[src/design/ricd_pkg.sv]
// ============================================================================
// ricd_pkg
// Shared constants and opcode lookup functions for the instruction class
// decoder.
// ============================================================================
package ricd_pkg;

   localparam int unsigned InstrWidth = 32;
   localparam int unsigned ClassWidth = 8;

   // Primary opcodes that select an extended group.
   localparam logic [5:0] OP_G19 = 6'd19;
   localparam logic [5:0] OP_G30 = 6'd30;
   localparam logic [5:0] OP_G31 = 6'd31;
   localparam logic [5:0] OP_G58 = 6'd58;
   localparam logic [5:0] OP_G62 = 6'd62;

   // Class code bases.
   localparam logic [7:0] CLS_INVALID   = 8'd0;
   localparam logic [7:0] CLS_G19_BASE  = 8'd14;
   localparam logic [7:0] CLS_RLD_BASE  = 8'd36;
   localparam logic [7:0] CLS_DCBT      = 8'd42;
   localparam logic [7:0] CLS_G31A_BASE = 8'd43;
   localparam logic [7:0] CLS_G31B_BASE = 8'd137;
   localparam logic [7:0] CLS_SRADIX    = 8'd158;
   localparam logic [7:0] CLS_G58_BASE  = 8'd173;
   localparam logic [7:0] CLS_G62_BASE  = 8'd176;

   // Extended opcodes with special handling in group 31.
   localparam logic [9:0] XO_DCBT     = 10'd278;
   localparam logic [9:0] XO_DCBT_ALT = 10'd246;
   localparam logic [8:0] XO_SRADIX   = 9'd413;

   // Primary opcode table.
   function automatic logic [7:0] primary_class(input logic [5:0] op);
      logic [7:0] c;
      case (op)
         6'd2:  c = 8'd1;   6'd3:  c = 8'd2;   6'd7:  c = 8'd3;
         6'd8:  c = 8'd4;   6'd10: c = 8'd5;   6'd11: c = 8'd6;
         6'd12: c = 8'd7;   6'd13: c = 8'd8;   6'd14: c = 8'd9;
         6'd15: c = 8'd10;  6'd16: c = 8'd11;  6'd17: c = 8'd12;
         6'd18: c = 8'd13;  6'd20: c = 8'd27;  6'd21: c = 8'd28;
         6'd23: c = 8'd29;  6'd24: c = 8'd30;  6'd25: c = 8'd31;
         6'd26: c = 8'd32;  6'd27: c = 8'd33;  6'd28: c = 8'd34;
         6'd29: c = 8'd35;
         6'd32: c = 8'd159; 6'd33: c = 8'd160; 6'd34: c = 8'd161;
         6'd35: c = 8'd162; 6'd36: c = 8'd163; 6'd37: c = 8'd164;
         6'd38: c = 8'd165; 6'd39: c = 8'd166; 6'd40: c = 8'd167;
         6'd41: c = 8'd168; 6'd42: c = 8'd169; 6'd43: c = 8'd170;
         6'd44: c = 8'd171; 6'd45: c = 8'd172;
         default: c = CLS_INVALID;
      endcase
      return c;
   endfunction

   // Group 19 extended opcode table; returns offset from the group base plus one, zero on miss.
   function automatic logic [7:0] g19_index(input logic [9:0] xo);
      logic [7:0] c;
      case (xo)
         10'd0:   c = 8'd1;  10'd16:  c = 8'd2;  10'd18:  c = 8'd3;
         10'd33:  c = 8'd4;  10'd129: c = 8'd5;  10'd150: c = 8'd6;
         10'd193: c = 8'd7;  10'd225: c = 8'd8;  10'd257: c = 8'd9;
         10'd289: c = 8'd10; 10'd417: c = 8'd11; 10'd449: c = 8'd12;
         10'd528: c = 8'd13;
         default: c = 8'd0;
      endcase
      return c;
   endfunction

   // Group 31 first table; returns index plus one, zero on miss.
   function automatic logic [6:0] g31a_index(input logic [9:0] xo);
      logic [6:0] c;
      case (xo)
         10'd0: c = 7'd1;     10'd4: c = 7'd2;     10'd19: c = 7'd3;
         10'd20: c = 7'd4;    10'd21: c = 7'd5;    10'd23: c = 7'd6;
         10'd24: c = 7'd7;    10'd26: c = 7'd8;    10'd27: c = 7'd9;
         10'd28: c = 7'd10;   10'd32: c = 7'd11;   10'd53: c = 7'd12;
         10'd54: c = 7'd13;   10'd55: c = 7'd14;   10'd58: c = 7'd15;
         10'd60: c = 7'd16;   10'd68: c = 7'd17;   10'd83: c = 7'd18;
         10'd84: c = 7'd19;   10'd86: c = 7'd20;   10'd87: c = 7'd21;
         10'd119: c = 7'd22;  10'd124: c = 7'd23;  10'd144: c = 7'd24;
         10'd146: c = 7'd25;  10'd149: c = 7'd26;  10'd150: c = 7'd27;
         10'd151: c = 7'd28;  10'd178: c = 7'd29;  10'd181: c = 7'd30;
         10'd183: c = 7'd31;  10'd210: c = 7'd32;  10'd214: c = 7'd33;
         10'd215: c = 7'd34;  10'd242: c = 7'd35;  10'd247: c = 7'd36;
         10'd279: c = 7'd37;  10'd284: c = 7'd38;  10'd274: c = 7'd39;
         10'd306: c = 7'd40;  10'd310: c = 7'd41;  10'd311: c = 7'd42;
         10'd316: c = 7'd43;  10'd339: c = 7'd44;  10'd341: c = 7'd45;
         10'd343: c = 7'd46;  10'd370: c = 7'd47;  10'd371: c = 7'd48;
         10'd373: c = 7'd49;  10'd375: c = 7'd50;  10'd407: c = 7'd51;
         10'd412: c = 7'd52;  10'd434: c = 7'd53;  10'd438: c = 7'd54;
         10'd439: c = 7'd55;  10'd444: c = 7'd56;  10'd467: c = 7'd57;
         10'd476: c = 7'd58;  10'd498: c = 7'd59;  10'd533: c = 7'd60;
         10'd534: c = 7'd61;  10'd535: c = 7'd62;  10'd536: c = 7'd63;
         10'd539: c = 7'd64;  10'd566: c = 7'd65;  10'd567: c = 7'd66;
         10'd595: c = 7'd67;  10'd597: c = 7'd68;  10'd598: c = 7'd69;
         10'd599: c = 7'd70;  10'd631: c = 7'd71;  10'd569: c = 7'd72;
         10'd915: c = 7'd73;  10'd851: c = 7'd74;  10'd402: c = 7'd75;
         10'd661: c = 7'd76;  10'd662: c = 7'd77;  10'd663: c = 7'd78;
         10'd695: c = 7'd79;  10'd725: c = 7'd80;  10'd727: c = 7'd81;
         10'd759: c = 7'd82;  10'd790: c = 7'd83;  10'd762: c = 7'd84;
         10'd794: c = 7'd85;  10'd824: c = 7'd86;  10'd854: c = 7'd87;
         10'd918: c = 7'd88;  10'd922: c = 7'd89;  10'd954: c = 7'd90;
         10'd982: c = 7'd91;  10'd983: c = 7'd92;  10'd986: c = 7'd93;
         10'd1014: c = 7'd94;
         default: c = 7'd0;
      endcase
      return c;
   endfunction

   // Group 31 second table on bits 22-30; index plus one, zero on miss.
   function automatic logic [4:0] g31b_index(input logic [8:0] xo);
      logic [4:0] c;
      case (xo)
         9'd8: c = 5'd1;     9'd9: c = 5'd2;     9'd10: c = 5'd3;
         9'd11: c = 5'd4;    9'd40: c = 5'd5;    9'd73: c = 5'd6;
         9'd75: c = 5'd7;    9'd104: c = 5'd8;   9'd136: c = 5'd9;
         9'd138: c = 5'd10;  9'd200: c = 5'd11;  9'd202: c = 5'd12;
         9'd232: c = 5'd13;  9'd233: c = 5'd14;  9'd234: c = 5'd15;
         9'd235: c = 5'd16;  9'd266: c = 5'd17;  9'd457: c = 5'd18;
         9'd459: c = 5'd19;  9'd489: c = 5'd20;  9'd491: c = 5'd21;
         default: c = 5'd0;
      endcase
      return c;
   endfunction

endpackage

[src/design/risc_instruction_class_decoder_core.sv]
// ============================================================================
// risc_instruction_class_decoder_core
// Decodes a 32-bit instruction word into a dense instruction class code.
// ============================================================================
// Throughput: one request per cycle; a stall at the output holds every stage.
// The pipeline depth is set by three registered stages: field extract and
// table lookup, group selection, and the output register.
// Reset clears all stage valid bits; payload registers are not reset.
module risc_instruction_class_decoder_core (
   input  logic        clock,
   input  logic        reset,
   input  logic        req_valid,
   output logic        req_ready,
   input  logic [31:0] req_instruction_word,
   output logic        rsp_valid,
   input  logic        rsp_ready,
   output logic [7:0]  rsp_instr_class,
   output logic        rsp_is_invalid
);

   // Stage 1 holds raw lookup results per group.
   typedef struct packed {
      logic [5:0] op;
      logic [7:0] prim;
      logic [7:0] g19;
      logic [2:0] rld_lo;
      logic [3:0] rld_hi;
      logic       dcbt;
      logic [6:0] g31a;
      logic [4:0] g31b;
      logic       sradix;
      logic [1:0] low2;
   } s1_type;

   logic        adv;
   logic        v1_ff, v2_ff, v3_ff;
   s1_type      s1_ff, s1_in;
   logic [7:0]  c2_ff, c2_in;
   logic [7:0]  c3_ff;
   logic [31:0] w;

   // The whole pipeline moves when the output is empty or being taken.
   assign adv       = !v3_ff || rsp_ready;
   assign req_ready = adv;
   assign w         = req_instruction_word;

   // Stage 1: field extract and table lookups (bit 0 is the MSB).
   always_comb begin
      s1_in.op     = w[31:26];
      s1_in.prim   = ricd_pkg::primary_class(w[31:26]);
      s1_in.g19    = ricd_pkg::g19_index(w[10:1]);
      s1_in.rld_lo = w[4:2];
      s1_in.rld_hi = w[4:1];
      s1_in.dcbt   = (w[10:1] == ricd_pkg::XO_DCBT) || (w[10:1] == ricd_pkg::XO_DCBT_ALT);
      s1_in.g31a   = ricd_pkg::g31a_index(w[10:1]);
      s1_in.g31b   = ricd_pkg::g31b_index(w[9:1]);
      s1_in.sradix = (w[10:2] == ricd_pkg::XO_SRADIX);
      s1_in.low2   = w[1:0];
   end

   // Stage 2: select the class by primary opcode and group priority.
   always_comb begin
      c2_in = ricd_pkg::CLS_INVALID;
      case (s1_ff.op)
         ricd_pkg::OP_G19: begin
            if (s1_ff.g19 != 8'd0) c2_in = ricd_pkg::CLS_G19_BASE + s1_ff.g19 - 8'd1;
         end
         ricd_pkg::OP_G30: begin
            if (s1_ff.rld_lo <= 3'd3) c2_in = ricd_pkg::CLS_RLD_BASE + {5'd0, s1_ff.rld_lo};
            else if (s1_ff.rld_hi == 4'd8) c2_in = ricd_pkg::CLS_RLD_BASE + 8'd4;
            else if (s1_ff.rld_hi == 4'd9) c2_in = ricd_pkg::CLS_RLD_BASE + 8'd5;
         end
         ricd_pkg::OP_G31: begin
            if (s1_ff.dcbt) c2_in = ricd_pkg::CLS_DCBT;
            else if (s1_ff.g31a != 7'd0)
               c2_in = ricd_pkg::CLS_G31A_BASE + {1'b0, s1_ff.g31a} - 8'd1;
            else if (s1_ff.g31b != 5'd0)
               c2_in = ricd_pkg::CLS_G31B_BASE + {3'd0, s1_ff.g31b} - 8'd1;
            else if (s1_ff.sradix) c2_in = ricd_pkg::CLS_SRADIX;
         end
         ricd_pkg::OP_G58: begin
            if (s1_ff.low2 <= 2'd2) c2_in = ricd_pkg::CLS_G58_BASE + {6'd0, s1_ff.low2};
         end
         ricd_pkg::OP_G62: begin
            if (s1_ff.low2 <= 2'd1) c2_in = ricd_pkg::CLS_G62_BASE + {6'd0, s1_ff.low2};
         end
         default: c2_in = s1_ff.prim;
      endcase
   end

   // Valid bits.
   always_ff @(posedge clock) begin
      if (reset) begin
         v1_ff <= 1'b0;
         v2_ff <= 1'b0;
         v3_ff <= 1'b0;
      end else if (adv) begin
         v1_ff <= req_valid;
         v2_ff <= v1_ff;
         v3_ff <= v2_ff;
      end
   end

   // Payload registers.
   always_ff @(posedge clock) begin
      if (adv) begin
         s1_ff <= s1_in;
         c2_ff <= c2_in;
         c3_ff <= c2_ff;
      end
   end

   assign rsp_valid       = v3_ff;
   assign rsp_instr_class = c3_ff;
   assign rsp_is_invalid  = (c3_ff == ricd_pkg::CLS_INVALID);

endmodule

[config.mk]
export PLATFORM = sky130hd
export DESIGN_NAME = risc_instruction_class_decoder_core
export DESIGN_NICKNAME = d
export VERILOG_FILES = /design/src/design/ricd_pkg.sv /design/src/design/risc_instruction_class_decoder_core.sv
export SDC_FILE = /design/constraint.sdc
export NUM_CORES = 1
export LEC_CHECK = 0
export ABC_AREA = 1
export BUFFER_PORTS_ARGS = -buffer_cell sky130_fd_sc_hd__buf_4
export CORE_AREA = 2 2 146 148
export DETAILED_ROUTE_END_ITERATION = 10
export DIE_AREA = 0 0 148 150
export HOLD_SLACK_MARGIN = 0.03
export PLACE_DENSITY = 0.4
export SYNTH_ARGS = -nofsm -noshare
export SYNTH_HDL_FRONTEND = slang
export SYNTH_SLANG_ARGS = --single-unit
[constraint.sdc]
create_clock -name clock -period 1.7 [get_ports clock]
set_input_delay 0.255 -clock clock [delete_from_list [all_inputs] [get_ports clock]]
set_output_delay 0.255 -clock clock [all_outputs]
set_load 0.05 [all_outputs]
Word level (Yosys, flattened, before mapping)

Memory sizes are Yosys's and may differ from the RTL's. A register that Yosys moved wholly into a read port is not among the register bits.
Cells that the tools add are included.

Flip-flop bits (word level): 64
Bits in read-only memories: 448
Output and inout bits: 11
Logic and storage cells: 185
Memories kept: 1

Add/subtract/negate cells: 9
$lt $le $gt $ge: 3
Equality and inequality tests: 135
Multiplexer cells: 14
Reduce and logical (&&, ||, !) cells: 8

Memory list:

| memory           | words | bits a word | rd ports | clocked after Yosys merged registers in | write ports | RTL line       | source |
|---|---|---|---|---|---|---|---|
| (name not given) | 64    | 7           | 1        | 1                                       | 0           | ricd_pkg.sv:37 | `case (op)` |

Operator list:

| kind                   | number |
|---|---|
| $pmux W7 S94           | 1 |
| $eq A10 B10 Y1 const B | 35 |
| $eq A10 B9 Y1 const B  | 29 |
| $eq A10 B8 Y1 const B  | 17 |
| $pmux W5 S21           | 1 |
| $eq A10 B5 Y1 const B  | 10 |
| $eq A9 B8 Y1 const B   | 8 |
| $eq A10 B6 Y1 const B  | 7 |
| $eq A10 B7 Y1 const B  | 7 |
| $mux W8                | 7 |
| $eq A9 B9 Y1 const B   | 6 |
| $pmux W4 S13           | 1 |
| $pmux W8 S5            | 1 |
| $eq A9 B4 Y1 const B   | 4 |
| $eq A9 B7 Y1 const B   | 3 |
| $sub A8 B1 Y8 const B  | 3 |
| $eq A6 B5 Y1 const B   | 3 |
| $add A8 B2 Y8 const A  | 2 |
| $eq A6 B6 Y1 const B   | 2 |
| $mux W6                | 2 |
| $eq A10 B3 Y1 const B  | 1 |
| $logic_not A10 Y1      | 1 |
| $eq A9 B6 Y1 const B   | 1 |
| $add A4 B8 Y8 const A  | 1 |
| 14 further kinds       | 16 |

Depth between registers and ports, before layout

Gate-level depths: netlist of run 1.

Depth after elaboration: 6
Depth in mapped cells: 11

Worst setup path after synthesis of run 1

Ideal clock, no wire load.

Kind: reg2reg
Start: reg v3_ff, in the netlist rsp_valid
End: reg c2_ff[0] (enable)
Arrival time: 1.963 ns
Data required time: 1.278 ns
Setup slack: -0.685 ns
Stages on the path, launching flop included: 4
Path buffers: 0
Period minus slack after synthesis: 2.385 ns
Path through: dfxtp_1 -> inv_1 -> nor2_1 -> inv_1

Longest elaborated chain between the ends: 2

Ends and longest elaborated chain:

| item                   | RTL line                                   | source |
|---|---|---|
| start, declared        | risc_instruction_class_decoder_core.sv:36  | `logic v1_ff, v2_ff, v3_ff;` |
| start signal, assigned | risc_instruction_class_decoder_core.sv:100 | `v3_ff <= v2_ff;` |
| $logic_not A1 Y1       | risc_instruction_class_decoder_core.sv:43  | `assign adv = !v3_ff \|\| rsp_ready;` |
| $logic_or A1 B1 Y1     | risc_instruction_class_decoder_core.sv:43  |  |
| via req_ready          | risc_instruction_class_decoder_core.sv:13  | `output logic req_ready,` |
| end signal, assigned   | risc_instruction_class_decoder_core.sv:108 | `c2_ff <= c2_in;` |
| end, declared          | risc_instruction_class_decoder_core.sv:38  | `logic [7:0] c2_ff, c2_in;` |

The timed path passes the listed nets, and every way through them passes these cells.
A chain may end at the register's enable or synchronous reset.

==> results.cfg, run 1 <==
[clock_network]
cts_buffers = 5
cts_buffer_depth = 2
clock_latency_ns = 0.31
clock_sinks = 55
clkTransAtPathRegs_ns = 0.07
hold_buffers = 0
cts_root_buf = clkbuf_16
cts_tree = built
htreeDepth = 2

[detailed_routing]
antenna_left = 0
route.detailed.wl_per_inst_um = 15.9
dr.pass1.iters = 5
vias = 5588
drtIter0Drc = 387
viasPerCell = 4.71
routed_wl_mm = 18.9
drc = 0

[final_layout]
design_area_um2 = 6630
drive_gt1_share_pct = 21.3
antennaDiodeCount = 0
area_growth_pct = 29.9
fin_nets = 965

[critical_path]
cp-start-kind = input pin
slowest_delay_ns = 0.26
timing.rr.start = s1_ff[10]
cp.required_ns = 1.86
end_kind = register
crit_arrival_ns = 1.77
cpMaxStageDelayCell = nor2_1
worst-path-buf-inv = 5
critPathMostFrequentCell = buf_4
cp_cell_sequence = buf_4, buf_4, inv_2, nand2_1, buf_4, nor2_1, buf_4, nand2_1, o21ai_0, a21oi_1, nand3_1
setup.worst_path.start = req_instruction_word[3]
crit_family = buffers and inverters
path_max_fanout = 5
critical_path_class = in -> reg

[logic_synthesis]
synth-edff-count = 52
ys_async_sr_fraction_pct = 0
dominantRegCellSynth = edfxtp_1
syn_inst = 789
avgSynthCellArea_um2 = 6.47
synth_cell_types = 40
ys_seq_area_share_pct = 31.8
syn-cell-area_um2 = 5100
syn_nets = 844
ys_seq_elements = 55
yosys_warnings = 0

[placed_design]
gp_congestion = 0.896
portBuffers = 31
dpl_cell_area_um2 = 6350
place_hpwl_mm = 15.4

[sta]
maxSlewViolCount = 0
fin_skew_ns = 0.00746
setup_viol = 0
fin_crit_sh_pct = 95.1
tightest_slew_ns = 0.603
slew_headroom_pct = 59.7
timing.fmax_mhz = 619
layout_min_cycle_time_ns = 1.62
hold_violations = 0
rsz0062_at_grt = no
holdWs_ns = 0.112

[floorplanning]
core_um2 = 20700
num_rows = 53
io_pins = 47
die_area_um2 = 22200
fp.dieW_um = 148
floorplan.initialDensity_pct = 24.7
die_h_um = 150

[global_routing]
grt_pass1_wl_mm = 29.5
antenna_found_initial = 0
grt_util_all_layers_pct = 17.3
grt-ovfl-total = 0
grt_pass1_vias = 5395
grt_max_degree = 33

[power_and_ir_drop]
p_leak_nw = 3.45
p_per_area_nw_per_um2 = 577
switching_share_pct = 30.8
p_int_mw = 2.65
share_comb_of_total_power_pct = 25.5
total_power_mw = 3.83
p_sw_mw = 1.18
ir_drop_mv = 0.351
power_frac_clock_pct = 30.7
seq_power_share_pct = 43.8

[run]
maxCapViolCount = 0

[status]
status = finished, final reports clean

[hold_path]
hold_start = reset
hold_class = in -> reg
## stage by stage
stage                     utilization (%)  worst slack [ns]  setup TNS, ns  instances
after detailed placement             30.7            -0.391          -3.98       1173
after global routing                 32.1          0.000929              0       1186
final                                32.1            0.0839              0       1186
after CTS                            31.5            0.0146              0       1181
after global placement               30.7            -0.403          -4.45       1173
after floorplan                         -            -0.332         -17.73        789
## power groups by stage
stage / Clock, mW / Sequential, mW / Combinational [mW]
floorplan: 0 / 1.79 / 0.432
global placement: 0 / 1.71 / 0.947
detailed placement: 0 / 1.71 / 0.936
CTS: 1.21 / 1.68 / 0.942
global route: 1.26 / 1.69 / 1.07
finish: 1.18 / 1.68 / 0.977
## final timing paths
| path | end | slack [ns] | depth (start not counted) |
|---|---|---|---|
| setup / recovery | s1_ff[3] | 0.08 | 11 |
| hold / removal | rsp_valid | 0.11 | 2 |
| setup reg to reg | c2_ff[1] | 0.10 | 8 |
| hold reg to reg | rsp_instr_class[5] | 0.42 | 0 |
## state kept, by name (all words and copies together) (netlist names)
signal,count
s1_ff,36
c2_ff,8
rsp_valid,1
rsp_instr_class,8
v2_ff,1
v1_ff,1
## cells by family (layout without fill, tap and decap cells)
family,after synthesis,count (layout),synth area share [%]
adders and majority gates,19,19,4.66
AOI/OAI and AO/OA,69,69,7.72
DFF,55,55,31.8
and+or+nand+nor,545,545,47.2
xor gates and xnor gates,4,4,0.686
buffers and inverters,97,219,7.94
## synthesized netlist by cell type, types with 2 or more instances
master / count / area share, %
nand2_1: 237 / 17
nor2_1: 140 / 10
nand3_1: 100 / 9.8
inv_1: 71 / 5.2
edfxtp_1: 52 / 31
a21oi_1: 33 / 3.2
ha_1: 19 / 4.7
o21ai_0: 17 / 1.7
nand4_1: 14 / 1.7
nor3_1: 13 / 1.3
nor2_4: 12 / 2.6
nor2_2: 10 / 1.2
buf_2: 9 / 0.88
inv_2: 9 / 0.66
nor4_1: 5 / 0.61
o211ai_1: 5 / 0.74
buf_4: 4 / 0.59
nand3b_1: 4 / 0.59
o2111ai_1: 4 / 0.69
dfxtp_1: 3 / 1.2
o21ai_1: 3 / 0.29
xor2_1: 3 / 0.51
buf_6: 2 / 0.44
nand2_2: 2 / 0.25
nand2_4: 2 / 0.44
o221ai_1: 2 / 0.34
## timing repair
item	CTS	global route
pin swaps	0	3
buffers inserted	0	4
cloned	0	1
gates resized for setup	3	23
endpoints found under the setup margin	11	17
## cell type report
class | instances | area [um^2]
Clock buffer | 5 | 125
Timing Repair Buffer | 130 | 1030
Sequential cell | 55 | 1630
Inverter | 81 | 308
Fill cell | 2318 | 14100
Tap cell | 275 | 344
Multi-Input combinational cell | 637 | 3160
Clock inverter | 3 | 38.8
## per-layer routing
layer / wire length [um] / GRT usage, %
met1: 8550 / 22.6
met2: 8940 / 29.5
met3: 900 / 2.01
met4: 521 / 6.43
met5: 0 / 0
## cell usage in the layout, fill, tap and decap left out, drive strengths merged, types with 2 or more instances in the layout
master   count
nor4         5
o221ai       2
clkbuf       5
o211ai       5
nor3b        2
clkinv       3
nand2      241
o21ai       20
nor3        13
a21oi       33
nand3b       4
o2111ai      4
nand3      101
nand4       14
dfxtp        3
nor2       162
ha          19
inv         79
buf        130
edfxtp      52
xor2         3
Power figures use the tool's default switching activity.
==> run 2, diff against run 1 <==
--- a/config.mk
+++ b/config.mk
@@ -10,2 +10,3 @@
 export CORE_AREA = 2 2 146 148
+export CTS_BUF_LIST = sky130_fd_sc_hd__clkbuf_4 sky130_fd_sc_hd__clkbuf_8
 export DETAILED_ROUTE_END_ITERATION = 10
@@ -14,2 +15,3 @@
 export PLACE_DENSITY = 0.4
+export RECOVER_POWER = 25
 export SYNTH_ARGS = -nofsm -noshare
==> constraint.sdc (replaced) <==
create_clock -name clock -period 1.7 [get_ports clock]
set_input_delay 0.17 -clock clock [delete_from_list [all_inputs] [get_ports clock]]
set_output_delay 0.17 -clock clock [all_outputs]
set_load 0.05 [all_outputs]
==> run 2 against run 1 <==
Net effect: sequential share of layout area grew 0.90 points; global-route usage is essentially flat; clock power shrank 26%; die area is the same; first-iteration DRC count grew 3.6%; critical path depth shrank 3; power shrank 8.9%; clock-buffer cell count grew 1; non-clock buffer count shrank 16; critical endpoint is now c2_ff[1].
==> results.cfg, run 2 (synthesized netlist as in run 1, its figures left out) <==
[status]
status = finished, final reports clean

[clock_network]
clock_latency_ns = 0.32
cts_tree = built
cts_buffers = 5
clkTransAtPathRegs_ns = 0.10
cts_buffer_depth = 2
htreeDepth = 2
cts_root_buf = clkbuf_8
clock_sinks = 55

[hold_path]
hold_class = in -> reg

[floorplanning]
io_pins = 47
die_h_um = 150
core_um2 = 20700
floorplan.initialDensity_pct = 24.7
die_area_um2 = 22200
fp.dieW_um = 148
num_rows = 53

[final_layout]
finalNonFillerCells = 1169
drive_gt1_share_pct = 17.3
register_area_um2 = 1630
largest_register = s1_ff
fin_nets = 949
largest_reg_flops = 36
final_util_pct = 30.9
fill_cells = 2332
multi_input_area_um2 = 3110
area_growth_pct = 25.3
final_common_cell = nand2_1
final_cell_mix = nand2_1 (237), nor2_1 (135), nand3_1 (100)
antennaDiodeCount = 0

[detailed_routing]
routed_wl_mm = 18.7
drtIter0Drc = 401
route.detailed.wl_per_inst_um = 16.0
vias = 5542
antenna_left = 0
dr.pass1.iters = 5
drc = 0
viasPerCell = 4.74

[placed_design]
place_hpwl_mm = 15.2
gp_congestion = 0.923
dp_cells = 1158
portBuffers = 31

[power_and_ir_drop]
seq_power_share_pct = 48.0
switching_share_pct = 31.4
p_leak_nw = 3.31
total_power_mw = 3.49
power_frac_clock_pct = 25.0
p_per_area_nw_per_um2 = 545
p_int_mw = 2.39
p_sw_mw = 1.10
ir_drop_mv = 0.284
share_comb_of_total_power_pct = 27.0

[critical_path]
path_max_fanout = 11
cp.required_ns = 1.86
cp-start-kind = register
end_kind = register
crit_arrival_ns = 1.79
critical_path_class = reg -> reg

[sta]
hold_violations = 0
timing.fmax_mhz = 615
setup_viol = 0
fin_tns_setup_ns = 0
tightest_slew_ns = 0.704
holdWs_ns = 0.0877
fin_skew_ns = 0.00805
rsz0062_at_grt = yes
fin_crit_sh_pct = 95.7
slew_headroom_pct = 52.9
layout_min_cycle_time_ns = 1.63
maxSlewViolCount = 0

[global_routing]
grt-ovfl-total = 0
antenna_found_initial = 0
grt_pass1_wl_mm = 29.6
grt_util_all_layers_pct = 17.3
grt_pass1_vias = 5374
grt_max_degree = 28

[run]
maxCapViolCount = 0
-- run 2: changes by cell type in the layout (fill, tap and decap cells not counted), moves of 4 or more --
| cell | before | now |
|---|---|---|
| buf_4 | 124 | 95 |
| clkbuf_1 | 0 | 9 |
| clkbuf_16 | 5 | 0 |
| clkbuf_8 | 0 | 5 |
| nand2_1 | 232 | 237 |
| nand2_2 | 6 | 2 |
| nor2_1 | 131 | 135 |
-- run 2: what timing repair did --
action                     in CTS  in global routing
cloned                          0                  0
hold endpoints to repair        4                  0
buffers inserted                0                  2
pin swaps                       0                  0
setup endpoints to repair       5                 13
hold buffers                    2                  0
gates resized for setup         2                  8
-- run 2: final timing paths --
| kind | startpoint | to | slack, ns | cells past startpoint |
|---|---|---|---|---|
| max | s1_ff[13] | c2_ff[1] | 0.07 | 8 |
| max reg2reg | s1_ff[13] | c2_ff[1] | 0.07 | 8 |
| min | req_valid | v1_ff | 0.09 | 3 |
| min reg2reg | c2_ff[6] | rsp_instr_class[6] | 0.43 | 0 |
-- run 2: cell type report --
class | instances | share of cell area (%)
Inverter | 81 | 4.81
Clock inverter | 1 | 0.469
Clock buffer | 6 | 1.19
Multi-Input combinational cell | 637 | 48.6
Tap cell | 275 | 5.38
Timing Repair Buffer | 114 | 14.1
Sequential cell | 55 | 25.4
-- run 2: worst max-delay path, stage by stage (launching register included) --
cell	delay [ns]
edfxtp_1	0.50
inv_1	0.14
nand3_1	0.08
nor2_1	0.09
buf_4	0.18
o21ai_0	0.14
nand2_1	0.09
nand2_1	0.06
a21oi_1	0.18
-- run 2: metrics by stage --
| step | instance area, um^2 | setup slack (ns) |
|---|---|---|
| 2_1_floorplan | 5120 | -0.332 |
| 3_3_place_gp | 6260 | -0.237 |
| 3_5_place_dp | 6260 | -0.248 |
| 4_1_cts | 6400 | 0.0120 |
| 5_1_grt | 6400 | -0.0682 |
| 6_report | 6400 | 0.0734 |
-- run 2: metal layers --
metal  vias to the layer above  GRT usage (%)  wire length (um)
met2                       151           29.7              8880
met1                      2547           22.9              8640
met3                        28           1.89               737
met5                         -              0                 0
li1                       2816              -                 -
met4                         0           5.29               450
-- run 2: power groups by stage --
| stage | clock, mW | sequential (mW) | combinational, mW |
|---|---|---|---|
| floorplan | 0 | 1.79 | 0.432 |
| global placement | 0 | 1.70 | 0.947 |
| detailed placement | 0 | 1.71 | 0.931 |
| CTS | 0.911 | 1.67 | 0.940 |
| global route | 0.963 | 1.69 | 1.03 |
| finish | 0.871 | 1.67 | 0.943 |
